--- src/hdl/pfbv_pkg.sv ---
// Shared constants, types and the palette table of the playfield beam video generator.
// Depends on nothing; every other file but the assertion macro header imports it.
`default_nettype none
package pfbv_pkg;

	localparam int unsigned IMAGE_WIDTH    = 160;
	localparam int unsigned IMAGE_HEIGHT   = 192;
	localparam int unsigned LINE_CLOCKS    = 228;
	localparam int unsigned FRAME_LINES    = 262;
	localparam int unsigned FIRST_VIS_COL  = 68;
	localparam int unsigned FIRST_VIS_LINE = 40;
	localparam int unsigned VSYNC_LINES    = 3;
	localparam int unsigned DRAW_COL_END   = 232;
	localparam int unsigned FIELD_CELLS    = 20;

	localparam int unsigned BYTE_W = 8;
	localparam int unsigned COL_W  = 8;
	localparam int unsigned LINE_W = 9;
	localparam int unsigned PAL_W  = 7;
	localparam int unsigned RGB_W  = 24;

	localparam logic MODE_TICK  = 1'b0;
	localparam logic MODE_WRITE = 1'b1;

	typedef enum logic [BYTE_W-1:0] {
		ADDR_VSYNC  = 8'h00,
		ADDR_WSYNC  = 8'h02,
		ADDR_COLUP0 = 8'h06,
		ADDR_COLUP1 = 8'h07,
		ADDR_COLUPF = 8'h08,
		ADDR_COLUBK = 8'h09,
		ADDR_CTRLPF = 8'h0a,
		ADDR_PF0    = 8'h0d,
		ADDR_PF1    = 8'h0e,
		ADDR_PF2    = 8'h0f
	} reg_addr_t;

	localparam int unsigned CTRL_MIRROR = 0;
	localparam int unsigned CTRL_SCORE  = 1;

	typedef struct packed {
		logic              mode;
		logic [BYTE_W-1:0] reg_addr;
		logic [BYTE_W-1:0] write_data;
	} cmd_t;

	typedef struct packed {
		logic [COL_W-1:0]  col;
		logic [LINE_W-1:0] line;
		logic [BYTE_W-1:0] vsync_req;
		logic [BYTE_W-1:0] sync_wait;
		logic [BYTE_W-1:0] p0_colour;
		logic [BYTE_W-1:0] p1_colour;
		logic [BYTE_W-1:0] pf_colour;
		logic [BYTE_W-1:0] bg_colour;
		logic [BYTE_W-1:0] ctrl;
		logic [BYTE_W-1:0] pf_a;
		logic [BYTE_W-1:0] pf_b;
		logic [BYTE_W-1:0] pf_c;
	} regs_t;

	typedef struct packed {
		logic              pixel_valid;
		logic [BYTE_W-1:0] pixel_x;
		logic [BYTE_W-1:0] pixel_y;
		logic [PAL_W-1:0]  pal_idx;
		logic              in_vsync;
		logic              in_vblank;
		logic              in_hblank;
		logic              in_overscan;
		logic [BYTE_W-1:0] sync_hold;
	} stage_t;

	typedef struct packed {
		logic              pixel_valid;
		logic [BYTE_W-1:0] pixel_x;
		logic [BYTE_W-1:0] pixel_y;
		logic [BYTE_W-1:0] red;
		logic [BYTE_W-1:0] green;
		logic [BYTE_W-1:0] blue;
		logic              in_vsync;
		logic              in_vblank;
		logic              in_hblank;
		logic              in_overscan;
		logic [BYTE_W-1:0] sync_hold;
	} pix_t;

	localparam logic [RGB_W-1:0] PALETTE [2**PAL_W] = '{
		24'h000000, 24'h404040, 24'h6c6c6c, 24'h909090,
		24'hb0b0b0, 24'hc8c8c8, 24'hdcdcdc, 24'hf4f4f4,
		24'h444400, 24'h646410, 24'h848424, 24'ha0a034,
		24'hb8b840, 24'hd0d050, 24'he8e85c, 24'hfcfc68,
		24'h702800, 24'h844414, 24'h985c28, 24'hac783c,
		24'hbc8c4c, 24'hcca05c, 24'hdcb468, 24'hecc878,
		24'h841800, 24'h983418, 24'hac5030, 24'hc06848,
		24'hd0805c, 24'he09470, 24'heca880, 24'hfcbc94,
		24'h880000, 24'h9c2020, 24'hb03c3c, 24'hc05858,
		24'hd07070, 24'he08888, 24'heca0a0, 24'hfcb4b4,
		24'h78005c, 24'h8c2074, 24'ha03c88, 24'hb0589c,
		24'hc070b0, 24'hd084c0, 24'hdc9cd0, 24'hecb0e0,
		24'h480078, 24'h602090, 24'h783ca4, 24'h8c58b8,
		24'ha070cc, 24'hb484dc, 24'hc49cec, 24'hd4b0fc,
		24'h140084, 24'h302098, 24'h4c3cac, 24'h6858c0,
		24'h7c70d0, 24'h9488e0, 24'ha8a0ec, 24'hbcb4fc,
		24'h000088, 24'h1c209c, 24'h3840b0, 24'h505cc0,
		24'h6874d0, 24'h7c8ce0, 24'h90a4ec, 24'ha4b8fc,
		24'h00187c, 24'h1c3890, 24'h3854a8, 24'h5070bc,
		24'h6888cc, 24'h7c9cdc, 24'h90b4ec, 24'ha4c8fc,
		24'h002c5c, 24'h1c4c78, 24'h386890, 24'h5084ac,
		24'h689cc0, 24'h7cb4d4, 24'h90cce8, 24'ha4e0fc,
		24'h003c2c, 24'h1c5c48, 24'h387c64, 24'h509c80,
		24'h68b494, 24'h7cd0ac, 24'h90e4c0, 24'ha4fcd4,
		24'h003c00, 24'h205c20, 24'h407c40, 24'h5c9c5c,
		24'h74b474, 24'h8cd08c, 24'ha4e4a4, 24'hb8fcb8,
		24'h143800, 24'h345c1c, 24'h507c38, 24'h6c9850,
		24'h84b468, 24'h9ccc7c, 24'hb4e490, 24'hc8fca4,
		24'h2c3000, 24'h4c501c, 24'h687034, 24'h848c4c,
		24'h9ca864, 24'hb4c078, 24'hccd488, 24'he0ec9c,
		24'h442800, 24'h644818, 24'h846830, 24'ha08444,
		24'hb89c58, 24'hd0b46c, 24'he8cc7c, 24'hfce08c
	};

endpackage
`default_nettype wire

--- src/hdl/pfbv_in_if.sv ---
// Command channel of the playfield beam video generator: valid/ready plus one tick or write.
// Depends on pfbv_pkg.
`default_nettype none
interface pfbv_in_if;
	import pfbv_pkg::*;

	logic              valid;
	logic              ready;
	logic              mode;
	logic [BYTE_W-1:0] reg_addr;
	logic [BYTE_W-1:0] write_data;

	modport source (output valid, output mode, output reg_addr, output write_data,
		input ready);
	modport sink (input valid, input mode, input reg_addr, input write_data,
		output ready);
endinterface
`default_nettype wire

--- src/hdl/pfbv_out_if.sv ---
// Pixel channel of the playfield beam video generator: valid/ready plus one result item.
// Depends on pfbv_pkg.
`default_nettype none
interface pfbv_out_if;
	import pfbv_pkg::*;

	logic              valid;
	logic              ready;
	logic              pixel_valid;
	logic [BYTE_W-1:0] pixel_x;
	logic [BYTE_W-1:0] pixel_y;
	logic [BYTE_W-1:0] red;
	logic [BYTE_W-1:0] green;
	logic [BYTE_W-1:0] blue;
	logic              in_vsync;
	logic              in_vblank;
	logic              in_hblank;
	logic              in_overscan;
	logic [BYTE_W-1:0] sync_hold;

	modport source (output valid, output pixel_valid, output pixel_x, output pixel_y,
		output red, output green, output blue, output in_vsync, output in_vblank,
		output in_hblank, output in_overscan, output sync_hold, input ready);
	modport sink (input valid, input pixel_valid, input pixel_x, input pixel_y,
		input red, input green, input blue, input in_vsync, input in_vblank,
		input in_hblank, input in_overscan, input sync_hold, output ready);
endinterface
`default_nettype wire

--- src/hdl/playfield_beam_video_generator.sv ---
// Playfield beam video generator. Every accepted command (a colour-clock tick or a register
// write) yields exactly one result, in order. One command is accepted per clock cycle as long
// as the pixel channel keeps taking results; a result passes a flag/colour-pick register and
// then a palette output register on its way to the pixel channel. Register writes and the
// beam counter take effect at the command transfer itself, so a tick right after a write
// already sees it. Back-pressure from the pixel channel reaches cmd.ready combinationally.
// Depends on pfbv_pkg, pfbv_in_if, pfbv_out_if, pfbv_regs, pfbv_stage and pfbv_out.
`default_nettype none
module playfield_beam_video_generator (
	input  wire logic clk,
	input  wire logic arst_n,
	pfbv_in_if.sink   cmd,
	pfbv_out_if.source pixel
);
	import pfbv_pkg::*;

	cmd_t       cmd_item;
	regs_t      regs;
	stage_t     stage;
	pix_t       pix;
	logic [7:0] sync_next;
	logic       stage_valid;
	logic       out_valid;
	logic       accept;
	logic       take;

	assign cmd_item.mode       = cmd.mode;
	assign cmd_item.reg_addr   = cmd.reg_addr;
	assign cmd_item.write_data = cmd.write_data;

	// The first stage empties whenever the output register is free or being read.
	assign take      = stage_valid && (!out_valid || pixel.ready);
	assign cmd.ready = !stage_valid || take;
	assign accept    = cmd.valid && cmd.ready;

	pfbv_regs u_regs (
		.clk       (clk),
		.arst_n    (arst_n),
		.accept    (accept),
		.cmd       (cmd_item),
		.regs      (regs),
		.sync_next (sync_next)
	);

	pfbv_stage u_stage (
		.clk         (clk),
		.arst_n      (arst_n),
		.accept      (accept),
		.take        (take),
		.cmd         (cmd_item),
		.regs        (regs),
		.sync_next   (sync_next),
		.stage_valid (stage_valid),
		.stage       (stage)
	);

	pfbv_out u_out (
		.clk       (clk),
		.arst_n    (arst_n),
		.take      (take),
		.out_ready (pixel.ready),
		.stage     (stage),
		.out_valid (out_valid),
		.pix       (pix)
	);

	assign pixel.valid       = out_valid;
	assign pixel.pixel_valid = pix.pixel_valid;
	assign pixel.pixel_x     = pix.pixel_x;
	assign pixel.pixel_y     = pix.pixel_y;
	assign pixel.red         = pix.red;
	assign pixel.green       = pix.green;
	assign pixel.blue        = pix.blue;
	assign pixel.in_vsync    = pix.in_vsync;
	assign pixel.in_vblank   = pix.in_vblank;
	assign pixel.in_hblank   = pix.in_hblank;
	assign pixel.in_overscan = pix.in_overscan;
	assign pixel.sync_hold   = pix.sync_hold;
endmodule
`default_nettype wire

--- src/hdl/pfbv_regs.sv ---
// Register file and beam position counter; writes set the registers and ticks advance the beam.
// Depends on pfbv_pkg.
`default_nettype none
module pfbv_regs (
	input  wire logic            clk,
	input  wire logic            arst_n,
	input  wire logic            accept,
	input  wire pfbv_pkg::cmd_t  cmd,
	output pfbv_pkg::regs_t      regs,
	output logic [7:0]           sync_next
);
	import pfbv_pkg::*;

	regs_t             regs_q;
	logic              vs_pend;
	logic [COL_W:0]    col_inc;
	logic [LINE_W:0]   line_inc;
	logic              wrap;
	logic [COL_W-1:0]  col_next;
	logic [LINE_W-1:0] line_next;

	// A pending vsync request restarts the beam at line 0 column 0 before the advance.
	always_comb begin
		vs_pend  = (regs_q.vsync_req != '0);
		col_inc  = (vs_pend ? '0 : {1'b0, regs_q.col}) + 1'b1;
		line_inc = (vs_pend ? '0 : {1'b0, regs_q.line}) + 1'b1;
		wrap     = (col_inc >= (COL_W+1)'(LINE_CLOCKS));
		col_next = wrap ? '0 : col_inc[COL_W-1:0];
		if (!wrap) begin
			line_next = vs_pend ? '0 : regs_q.line;
		end else if (line_inc >= (LINE_W+1)'(FRAME_LINES)) begin
			line_next = '0;
		end else begin
			line_next = line_inc[LINE_W-1:0];
		end
		if (cmd.mode == MODE_WRITE) begin
			sync_next = (cmd.reg_addr == ADDR_WSYNC) ? cmd.write_data : regs_q.sync_wait;
		end else begin
			sync_next = wrap ? '1 : regs_q.sync_wait;
		end
	end

	always_ff @(posedge clk or negedge arst_n) begin
		if (!arst_n) begin
			regs_q <= '{sync_wait: 8'hff, default: '0};
		end else if (accept) begin
			regs_q.sync_wait <= sync_next;
			if (cmd.mode == MODE_WRITE) begin
				case (cmd.reg_addr)
					ADDR_VSYNC:  regs_q.vsync_req <= cmd.write_data;
					ADDR_COLUP0: regs_q.p0_colour <= cmd.write_data;
					ADDR_COLUP1: regs_q.p1_colour <= cmd.write_data;
					ADDR_COLUPF: regs_q.pf_colour <= cmd.write_data;
					ADDR_COLUBK: regs_q.bg_colour <= cmd.write_data;
					ADDR_CTRLPF: regs_q.ctrl      <= cmd.write_data;
					ADDR_PF0:    regs_q.pf_a      <= cmd.write_data;
					ADDR_PF1:    regs_q.pf_b      <= cmd.write_data;
					ADDR_PF2:    regs_q.pf_c      <= cmd.write_data;
					default: ;
				endcase
			end else begin
				regs_q.col       <= col_next;
				regs_q.line      <= line_next;
				regs_q.vsync_req <= '0;
			end
		end
	end

	assign regs = regs_q;
endmodule
`default_nettype wire

--- src/hdl/pfbv_stage.sv ---
// First pipeline stage: beam flags, pixel position and playfield colour pick, registered.
// Depends on pfbv_pkg.
`default_nettype none
module pfbv_stage (
	input  wire logic             clk,
	input  wire logic             arst_n,
	input  wire logic             accept,
	input  wire logic             take,
	input  wire pfbv_pkg::cmd_t   cmd,
	input  wire pfbv_pkg::regs_t  regs,
	input  wire logic [7:0]       sync_next,
	output logic                  stage_valid,
	output pfbv_pkg::stage_t      stage
);
	import pfbv_pkg::*;

	logic              valid_s1;
	stage_t            stage_s1;
	stage_t            calc;
	logic              vis_line;
	logic              draw;
	logic [COL_W-1:0]  x;
	logic [LINE_W-1:0] y_full;
	logic [5:0]        slot;
	logic [4:0]        idx;
	logic [FIELD_CELLS-1:0] pf_bits;
	logic [BYTE_W-1:0] colour;

	always_comb begin
		pf_bits[3:0]   = regs.pf_a[7:4];
		for (int k = 0; k < 8; k++) begin
			pf_bits[4+k] = regs.pf_b[7-k];
		end
		pf_bits[19:12] = regs.pf_c;

		x      = regs.col - COL_W'(FIRST_VIS_COL);
		y_full = regs.line - LINE_W'(FIRST_VIS_LINE);
		slot   = x[7:2];
		// The right half either repeats the 20 cells or reads them back to front.
		if (regs.ctrl[CTRL_MIRROR] && slot > 6'd19) begin
			idx = 5'(6'd39 - slot);
		end else if (slot >= 6'd20) begin
			idx = 5'(slot - 6'd20);
		end else begin
			idx = slot[4:0];
		end
		if (!pf_bits[idx]) begin
			colour = regs.bg_colour;
		end else if (regs.ctrl[CTRL_SCORE]) begin
			colour = (slot < 6'd20) ? regs.p0_colour : regs.p1_colour;
		end else begin
			colour = regs.pf_colour;
		end

		vis_line = (regs.line >= LINE_W'(FIRST_VIS_LINE))
			&& (regs.line < LINE_W'(FIRST_VIS_LINE + IMAGE_HEIGHT));
		draw = (regs.col >= COL_W'(FIRST_VIS_COL)) && (regs.col < COL_W'(DRAW_COL_END))
			&& (regs.line >= LINE_W'(FIRST_VIS_LINE));

		calc           = '0;
		calc.sync_hold = sync_next;
		if (cmd.mode == MODE_TICK) begin
			calc.in_vsync    = (regs.line < LINE_W'(VSYNC_LINES));
			calc.in_vblank   = (regs.line >= LINE_W'(VSYNC_LINES))
				&& (regs.line < LINE_W'(FIRST_VIS_LINE));
			calc.in_hblank   = vis_line && (regs.col < COL_W'(FIRST_VIS_COL));
			calc.in_overscan = (regs.line >= LINE_W'(FIRST_VIS_LINE + IMAGE_HEIGHT));
			if (draw && (x < COL_W'(IMAGE_WIDTH)) && (y_full < LINE_W'(IMAGE_HEIGHT))) begin
				calc.pixel_valid = 1'b1;
				calc.pixel_x     = x;
				calc.pixel_y     = y_full[BYTE_W-1:0];
				calc.pal_idx     = colour[BYTE_W-1:1];
			end
		end
	end

	always_ff @(posedge clk or negedge arst_n) begin
		if (!arst_n) begin
			valid_s1 <= 1'b0;
		end else if (accept) begin
			valid_s1 <= 1'b1;
		end else if (take) begin
			valid_s1 <= 1'b0;
		end
	end

	always_ff @(posedge clk) begin
		if (accept) begin
			stage_s1 <= calc;
		end
	end

	assign stage_valid = valid_s1;
	assign stage       = stage_s1;
endmodule
`default_nettype wire

--- src/hdl/pfbv_out.sv ---
// Second pipeline stage: palette lookup into the output register that drives the pixel channel.
// Depends on pfbv_pkg.
`default_nettype none
module pfbv_out (
	input  wire logic              clk,
	input  wire logic              arst_n,
	input  wire logic              take,
	input  wire logic              out_ready,
	input  wire pfbv_pkg::stage_t  stage,
	output logic                   out_valid,
	output pfbv_pkg::pix_t         pix
);
	import pfbv_pkg::*;

	logic             valid_s2;
	pix_t             pix_s2;
	logic [RGB_W-1:0] rgb;

	assign rgb = stage.pixel_valid ? PALETTE[stage.pal_idx] : '0;

	always_ff @(posedge clk or negedge arst_n) begin
		if (!arst_n) begin
			valid_s2 <= 1'b0;
		end else if (take) begin
			valid_s2 <= 1'b1;
		end else if (out_ready) begin
			valid_s2 <= 1'b0;
		end
	end

	always_ff @(posedge clk) begin
		if (take) begin
			pix_s2.pixel_valid <= stage.pixel_valid;
			pix_s2.pixel_x     <= stage.pixel_x;
			pix_s2.pixel_y     <= stage.pixel_y;
			pix_s2.red         <= rgb[23:16];
			pix_s2.green       <= rgb[15:8];
			pix_s2.blue        <= rgb[7:0];
			pix_s2.in_vsync    <= stage.in_vsync;
			pix_s2.in_vblank   <= stage.in_vblank;
			pix_s2.in_hblank   <= stage.in_hblank;
			pix_s2.in_overscan <= stage.in_overscan;
			pix_s2.sync_hold   <= stage.sync_hold;
		end
	end

	assign out_valid = valid_s2;
	assign pix       = pix_s2;
endmodule
`default_nettype wire

--- src/flat_wrapper.sv ---
// flat-port wrapper written by rule: the top's interface ports become plain ports
module playfield_beam_video_generator_flat import pfbv_pkg::*;
  (clk, arst_n, cmd_valid, cmd_mode, cmd_reg_addr, cmd_write_data, cmd_ready, pixel_valid, pixel_pixel_valid, pixel_pixel_x, pixel_pixel_y, pixel_red, pixel_green, pixel_blue, pixel_in_vsync, pixel_in_vblank, pixel_in_hblank, pixel_in_overscan, pixel_sync_hold, pixel_ready);
  pfbv_in_if cmd_i ();
  pfbv_out_if pixel_i ();
  input  wire logic clk;
  input  wire logic arst_n;
  input wire logic [$bits(cmd_i.valid)-1:0] cmd_valid;
  input wire logic [$bits(cmd_i.mode)-1:0] cmd_mode;
  input wire logic [$bits(cmd_i.reg_addr)-1:0] cmd_reg_addr;
  input wire logic [$bits(cmd_i.write_data)-1:0] cmd_write_data;
  output wire logic [$bits(cmd_i.ready)-1:0] cmd_ready;
  output wire logic [$bits(pixel_i.valid)-1:0] pixel_valid;
  output wire logic [$bits(pixel_i.pixel_valid)-1:0] pixel_pixel_valid;
  output wire logic [$bits(pixel_i.pixel_x)-1:0] pixel_pixel_x;
  output wire logic [$bits(pixel_i.pixel_y)-1:0] pixel_pixel_y;
  output wire logic [$bits(pixel_i.red)-1:0] pixel_red;
  output wire logic [$bits(pixel_i.green)-1:0] pixel_green;
  output wire logic [$bits(pixel_i.blue)-1:0] pixel_blue;
  output wire logic [$bits(pixel_i.in_vsync)-1:0] pixel_in_vsync;
  output wire logic [$bits(pixel_i.in_vblank)-1:0] pixel_in_vblank;
  output wire logic [$bits(pixel_i.in_hblank)-1:0] pixel_in_hblank;
  output wire logic [$bits(pixel_i.in_overscan)-1:0] pixel_in_overscan;
  output wire logic [$bits(pixel_i.sync_hold)-1:0] pixel_sync_hold;
  input wire logic [$bits(pixel_i.ready)-1:0] pixel_ready;
  assign cmd_i.valid = cmd_valid;
  assign cmd_i.mode = cmd_mode;
  assign cmd_i.reg_addr = cmd_reg_addr;
  assign cmd_i.write_data = cmd_write_data;
  assign cmd_ready = cmd_i.ready;
  assign pixel_valid = pixel_i.valid;
  assign pixel_pixel_valid = pixel_i.pixel_valid;
  assign pixel_pixel_x = pixel_i.pixel_x;
  assign pixel_pixel_y = pixel_i.pixel_y;
  assign pixel_red = pixel_i.red;
  assign pixel_green = pixel_i.green;
  assign pixel_blue = pixel_i.blue;
  assign pixel_in_vsync = pixel_i.in_vsync;
  assign pixel_in_vblank = pixel_i.in_vblank;
  assign pixel_in_hblank = pixel_i.in_hblank;
  assign pixel_in_overscan = pixel_i.in_overscan;
  assign pixel_sync_hold = pixel_i.sync_hold;
  assign pixel_i.ready = pixel_ready;
  playfield_beam_video_generator u_core (.clk(clk), .arst_n(arst_n), .cmd(cmd_i), .pixel(pixel_i));
endmodule
--- config.mk ---
export PLATFORM = sky130hd
export DESIGN_NAME = playfield_beam_video_generator_flat
export DESIGN_NICKNAME = d
export VERILOG_FILES = /design/src/hdl/pfbv_pkg.sv /design/src/hdl/pfbv_in_if.sv /design/src/hdl/pfbv_out_if.sv /design/src/hdl/playfield_beam_video_generator.sv /design/src/hdl/pfbv_regs.sv /design/src/hdl/pfbv_stage.sv /design/src/hdl/pfbv_out.sv /design/src/flat_wrapper.sv
export SDC_FILE = /design/constraint.sdc
export NUM_CORES = 1
export LEC_CHECK = 0
export CAP_MARGIN = 10
export CORE_ASPECT_RATIO = 1.25
export CORE_MARGIN = 5
export CORE_UTILIZATION = 57
export DETAILED_ROUTE_END_ITERATION = 6
export DONT_BUFFER_PORTS = 1
export PLACE_DENSITY = 0.72
export SYNTH_ARGS = -nofsm -noshare
export SYNTH_HDL_FRONTEND = slang
export SYNTH_SLANG_ARGS = --single-unit
--- constraint.sdc ---
create_clock -name clk -period 5.9 [get_ports clk]
set_clock_uncertainty 0.2 [all_clocks]
set_input_delay 1.475 -clock clk [delete_from_list [all_inputs] [get_ports clk]]
set_output_delay 1.475 -clock clk [all_outputs]
set_load 0.005 [all_outputs]
After elaboration in Yosys (flattened, before gate mapping) --
Memories as Yosys holds them, arrays and structs flattened. A register that Yosys moved wholly into a read port is not among the register bits. Cells that the tools add are included.
Cells by class: add/subtract/negate cells 6, multiply operators 0, div/mod/pow operators 0, $lt $le $gt $ge 17, equal/unequal tests 10, shift-type cells 0, muxes and demuxes 23, bitwise logic cells 3, reductions and logical operators 32
Operator list (count):
- $mux 8 | 10
- $eq 8x4->1 const B | 6
- $mux 9 | 4
- $reduce_and 3->1 | 9
- $mux 24 | 1
- $ge 9x8->1 const B | 2
- $lt 9x8->1 const B | 2
- $eq 8x3->1 const B | 2
- $lt 8x8->1 const B | 2
- $add 9x1->10 const B | 1
- $ge 10x9->1 const B | 1
- $logic_and 1x1->1 | 10
- $mux 5 | 2
- $add 8x1->9 const B | 1
- $ge 9x2->1 const B | 1
- $ge 9x6->1 const B | 1
- $lt 9x2->1 const B | 1
- $lt 9x6->1 const B | 1
- $sub 9x6->9 const B | 1
- $eq 8x2->1 const B | 1
- $ge 8x7->1 const B | 1
- $logic_not 8->1 | 1
- $lt 8x7->1 const B | 1
- $not 7->8 | 1
- other kinds (17) | 28
Storage, ports and cells: register bits 158, bits in latches 0, bits in writable memories 0, bits in read-only memories 3072, bits of input ports 21, output and inout port bits 55, logic and storage cells 123, memories kept 1
Memories:
- (name not given) | depth 128, bits a word 24, rd ports 1, clocked after memory_dff 1, wr ports 0, line pfbv_out.sv:19 | assign rgb = stage.pixel_valid ? PALETTE[stage.pal_idx] : '0;

Depth between registers and ports, before layout --
word-level depth 8, mapped depth 15

Modules after synthesis --
Synthesis repeated with hierarchy kept, for this count alone.
Unflattened totals: cell total of the unflattened synthesis 1175, area, all modules 12152.9 um^2
By module, submodules not included:
- pfbv_regs | instances 1, cells each 403, area each 4763.3 um^2, sequential area each 2437.3 um^2
- pfbv_out | instances 1, cells each 525, area each 4675.7 um^2, sequential area each 1436.4 um^2
- pfbv_stage | instances 1, cells each 243, area each 2676.3 um^2, sequential area each 1106.1 um^2
- playfield_beam_video_generator | instances 1, cells each 4, area each 37.5 um^2, sequential area each 0.0 um^2

Worst setup path after synthesis --
No wires, ideal clock.
path type input to register, start input pixel_ready, end register u_core.u_regs.regs_q (netlist bit u_core.u_regs.regs[41]), arrival 4.212 ns, required time 5.575 ns, setup slack 1.363 ns, cell stages on the path 9, buffers on the path 2, cell sequence nand3b_1 nand2_1 inv_1 clkbuf_1 nand2_1 nor3_1 and4b_1 clkbuf_1 mux2_2
Between the ends: longest elaborated chain between the ends 5
Ends and longest elaborated chain:
- from (decl) | line flat_wrapper.sv:25 | input wire logic [$bits(pixel_i.ready)-1:0] pixel_ready;
- $logic_or 1x1->1 | line playfield_beam_video_generator.sv:32 | assign take = stage_valid && (!out_valid || pixel.ready);
- $logic_and 1x1->1 | line playfield_beam_video_generator.sv:32
- $logic_or 1x1->1 | line playfield_beam_video_generator.sv:33 | assign cmd.ready = !stage_valid || take;
- $logic_and 1x1->1 | line playfield_beam_video_generator.sv:34 | assign accept = cmd.valid && cmd.ready;
- named net u_core.accept | line playfield_beam_video_generator.sv:24 | logic accept;
- $reduce_and 3->1 (no line)
- to (decl) | line pfbv_regs.sv:14 | regs_t regs_q;
The timed path passes the listed nets, and every way through them passes these cells. A chain may end at the register's enable or synchronous reset.

Worst setup path in the final report --
start register u_core.u_regs.regs_q (netlist bit u_core.u_regs.regs[91]), end register u_core.u_stage.stage_s1 (netlist bit u_core.u_stage.stage[13]) (data pin)
Between the ends: longest elaborated chain between the ends 7, elaborated cells between the ends (all ways) 23, classes of those cells add/sub (3); order compare (6); mux (7); bitwise (1); reduce/logical (6)
Ends and longest elaborated chain:
- $sub 8x7->8 * | line pfbv_stage.sv:36 | x = regs.col - COL_W'(FIRST_VIS_COL);
- named net u_core.u_stage.x[2] | line pfbv_stage.sv:22 | logic [COL_W-1:0] x;
- $sub 5x5->5, or another cell as far along | line pfbv_stage.sv:43 | idx = 5'(slot - 6'd20);
- $mux 5 / $logic_and 1x1->1 (equally long branches) | line pfbv_stage.sv:42, pfbv_stage.sv:40
- $mux 5 | line pfbv_stage.sv:40 | if (regs.ctrl[CTRL_MIRROR] && slot > 6'd19) begin
- $bmux 1 s5 | line pfbv_stage.sv:47 | if (!pf_bits[idx]) begin
- $mux 1 (implied by the code) | line pfbv_stage.sv:47
- $mux 8 | line pfbv_stage.sv:47
- to (signal assigned) | line pfbv_stage.sv:89 | stage_s1 <= calc;
- to (decl) | line pfbv_stage.sv:18 | stage_t stage_s1;
Mark *: on every way through the listed nets, which the timed path passes. The rest lies on a longest branch. The select of a mux whose other input is x is not followed.

==> qor.csv <==
stage,metric,value,unit
status,outcome,"finished, final reports clean",
floorplanning,Ports,76,
logic_synthesis,synth warn,0,
cts,post-CTS sizing,0,
floorplanning,DIE WIDTH,133.6,um
cts,Worst-Skew Late Latency,0.44,ns
worst_hold_path,WHS Path Cells,0,
logic_synthesis,Post-synth EDFFs,83,
cts,"Clk pin slew, worst setup/hold paths",0.07,ns
layout,Post-Layout Cell Count,1362,
logic_synthesis,"count leader, synth",nand2_1,
layout,# fillers,1590,
critical_path,CP Data Arrival Time,4.66,ns
sta,fmax,213.1,MHz
logic_synthesis,simple-gate share of the synthesized area,17.55,%
critical_path,reg2reg start,u_core.u_regs.regs[91],
logic_synthesis,"area leader, netlist",edfxtp_1,
logic_synthesis,sequential share of the synthesized area,42.55,%
cts,Post CTS Setup Buffer Count,0,
logic_synthesis,Compound-Gate Fraction of Synth Area,21.62,%
critical_path,Critical Path Source,u_core.u_regs.regs[91],
cts,CTS tree,yes,
logic_synthesis,Post-synth top cells,"145 x nand2_1, 91 x o21ai_0, 83 x edfxtp_1",
layout,area delta synth->final,5.692,%
logic_synthesis,Synth async-reset ratio,50.60,%
critical_path,worst-path fanout max,16,
drt,routed wire length,28780,um
sta,Final Setup Violations,0,
logic_synthesis,XOR/XNOR Fraction of Synth Area,1.035,%
logic_synthesis,synth unique cells,85,
logic_synthesis,top post-synthesis cells by area,"edfxtp_1 23%, dfrtp_1 18%, mux2_2 5.6%",
global_route,number of global-route vias before repair,8487,
sta,RSZ-0062 raised after global routing,false,
critical_path,CP endpoint kind,flip-flop,
layout,fin nets,1164,
logic_synthesis,largest family of logic cells by synthesized area,compound AO/OA/AOI/OAI gates,
drt,routed vias,9157,
sta,Slew Limit Fails,0,
layout,share of layout cells above drive strength 1,11.77,%
worst_hold_path,Hold Path Origin,u_core.u_stage.stage[19],
floorplanning,DIE AREA,21970,um^2
sta,count of final hold-check violations,0,
critical_path,Crit path required time,5.87,ns
floorplanning,Chip Height,164.5,um
floorplanning,Starting Density,57.94,%
logic_synthesis,Synth Cell Area,10880,um^2
floorplanning,Cell Rows,56,
critical_path,Worst R2R End,u_core.u_stage.stage[13],
logic_synthesis,Synth Flop Type,edfxtp_1,
logic_synthesis,post-synth top area share,22.91,%
power_and_ir_drop,maximum VDD drop,224.5,uV
drt,DRT Pass-1 Iters,6,
place,routability congestion estimate,0.9833,
global_route,gr usage total,26.35,%
cts,clock sinks,168,
sta,fin crit share,79.52,%
job,maxcap violations,0,
place,HPWL Detailed,19440,um
cts,H-tree depth,4,
global_route,initial antenna violation count,0,
critical_path,R2R Setup Slk,1.21,ns
sta,min Tclk post-route,4.692,ns
critical_path,r2r worst-path depth,13,
worst_hold_path,Hold Path Sink,u_core.u_out.pix[36],
drt,Starting DRT DRC Count,1291,
sta,Sum Neg Setup Slack,0,ns
power_and_ir_drop,Lkg Pwr,4.566,nW
logic_synthesis,fraction of the mapped netlist area in adder cells,3.082,%
layout,Antenna Diode Count,0,
logic_synthesis,Avg Synthesized Cell Area,9.229,um^2
sta,Worst-Margin Slew,1.175,ns
critical_path,kind of critical path,flip-flop to flip-flop,
drt,number of remaining DRC errors,0,
sta,worst rel slew slack,20.59,%
cts,CTS Hold Bufs,0,
logic_synthesis,synthesized instance count,1179,
global_route,Overflow after GRT,0,
place,Placed Cells,1330,
global_route,first-pass GRT wire length,46190,um
cts,CTS Buf Count,17,
drt,DR WL/cell,21.13,um
global_route,largest net degree at the start of global routing,87,
cts,Root Driver,clkbuf_16,
worst_hold_path,Hold WC Path Type,flip-flop to flip-flop,
floorplanning,CORE AREA,18780,um^2
drt,Via density,6.723,
cts,Max clock buf depth,2,
logic_synthesis,#FFs+latches synth,168,
power_and_ir_drop,Power per Cell Area,313.8,nW/um^2
logic_synthesis,multiplexer area fraction after synthesis,9.085,%
critical_path,crit start category,flip-flop,
drt,Routed Antenna Nets,0,
place,IO Port Bufs,0,
==> layout by cell type (no fill, tap or decap), types with 6 or more instances in the layout <==
cell type  count
a211oi_1      18
a21oi_1       76
a22o_1         8
a311oi_1      10
a31oi_1       15
and2_1        17
and3_1        11
buf_4         19
clkbuf_16     17
conb_1         6
dfrtp_1       77
dfstp_2        8
edfxtp_1      83
ha_1          26
inv_1         26
mux2_2        54
mux2i_1       29
nand2_1      145
nand2b_1       9
nand3_1       36
nand4_1        8
nor2_1        82
nor2b_1       16
nor3_1        24
nor3b_1       12
nor4_1         6
o211ai_1      33
o21ai_0       91
o221ai_1       6
o311a_1        6
o311ai_0      10
o31ai_1       19
xnor2_1        6
==> state kept, by name (all words and copies together), names as in the netlist <==
register,count
u_core.u_stage.stage_valid,1
u_core.u_out.pix,47
u_core.u_stage.stage,36
u_core.u_out.out_valid,1
u_core.u_regs.regs,83
==> worst max-delay path: stages (launching register included) <==
cell	delay, ns
dfrtp_1	0.66
inv_1	0.25
ha_1	0.31
xnor2_2	0.30
ha_1	0.31
nor2b_1	0.07
mux2_2	0.32
and2_4	0.17
o31a_1	0.23
o221ai_1	0.40
mux2_2	0.39
nor4b_1	0.49
a31oi_4	0.15
mux2i_1	0.17
==> logic make-up (layout without fill, tap and decap cells) <==
family	Yosys count	in the layout
simple gates	395	395
compound gates	353	353
xor+xnor	12	12
buf+inv	136	82
other cells	1	6
mux	87	87
fa+ha+maj	27	27
flops	168	168
==> how the worst max path moves through the flow <==
stage | to | depth (start not counted) | slack (ns)
after detailed placement | u_core.u_stage.stage[13] | 13 | 1.22
after CTS | u_core.u_stage.stage[13] | 13 | 1.20
after floorplan | u_core.u_regs.regs[41] | 9 | 1.36
after global routing | u_core.u_stage.stage[16] | 13 | 0.83
after global placement | u_core.u_stage.stage[15] | 13 | 1.39
final | u_core.u_stage.stage[13] | 13 | 1.21
==> layout make-up <==
class	count	area (um^2)	area share, %
Clock buffer	18	439.2	3.819
Timing Repair Buffer	19	142.6	1.240
Clock inverter	14	153.9	1.338
Sequential cell	168	4629	40.26
Tap cell	232	290.3	2.524
Inverter	31	116.4	1.012
Multi-Input combinational cell	880	5728	49.81
==> stage by stage <==
| stage | power, W | worst slack [ns] | instance area (um^2) | util, % | hold slack, ns |
|---|---|---|---|---|---|
| global route | 0.003783 | 0.8326 | 11500 | 61.24 | 0.2234 |
| finish | 0.003609 | 1.208 | 11500 | 61.24 | 0.2203 |
| CTS | 0.003607 | 1.201 | 11500 | 61.24 | 0.2218 |
| global placement | 0.002465 | 1.387 | 10910 | 58.08 | 0.2018 |
| detailed placement | 0.002486 | 1.225 | 10910 | 58.08 | 0.2045 |
| floorplan | 0.002277 | 1.363 | 10900 | - | 0.2003 |
==> metal layers <==
metal  wire length (um)  GRT usage (%)  up-vias
met1              11520          34.17     4280
li1                   -              -     4269
met3               2379          5.180       98
met4               1348          13.66        0
met5                  0              0        -
met2              13530          42.21      510
==> where the power goes <==
group	leakage [nW]	internal, W	total, W	switching, W
registers	1.95	0.00134	0.00145	0.000108
logic	2.32	0.000409	0.00104	0.000630
clock network	0.291	0.000612	0.00112	0.000511
total	4.57	0.00236	0.00361	0.00125
Power figures use the tool's default switching activity.
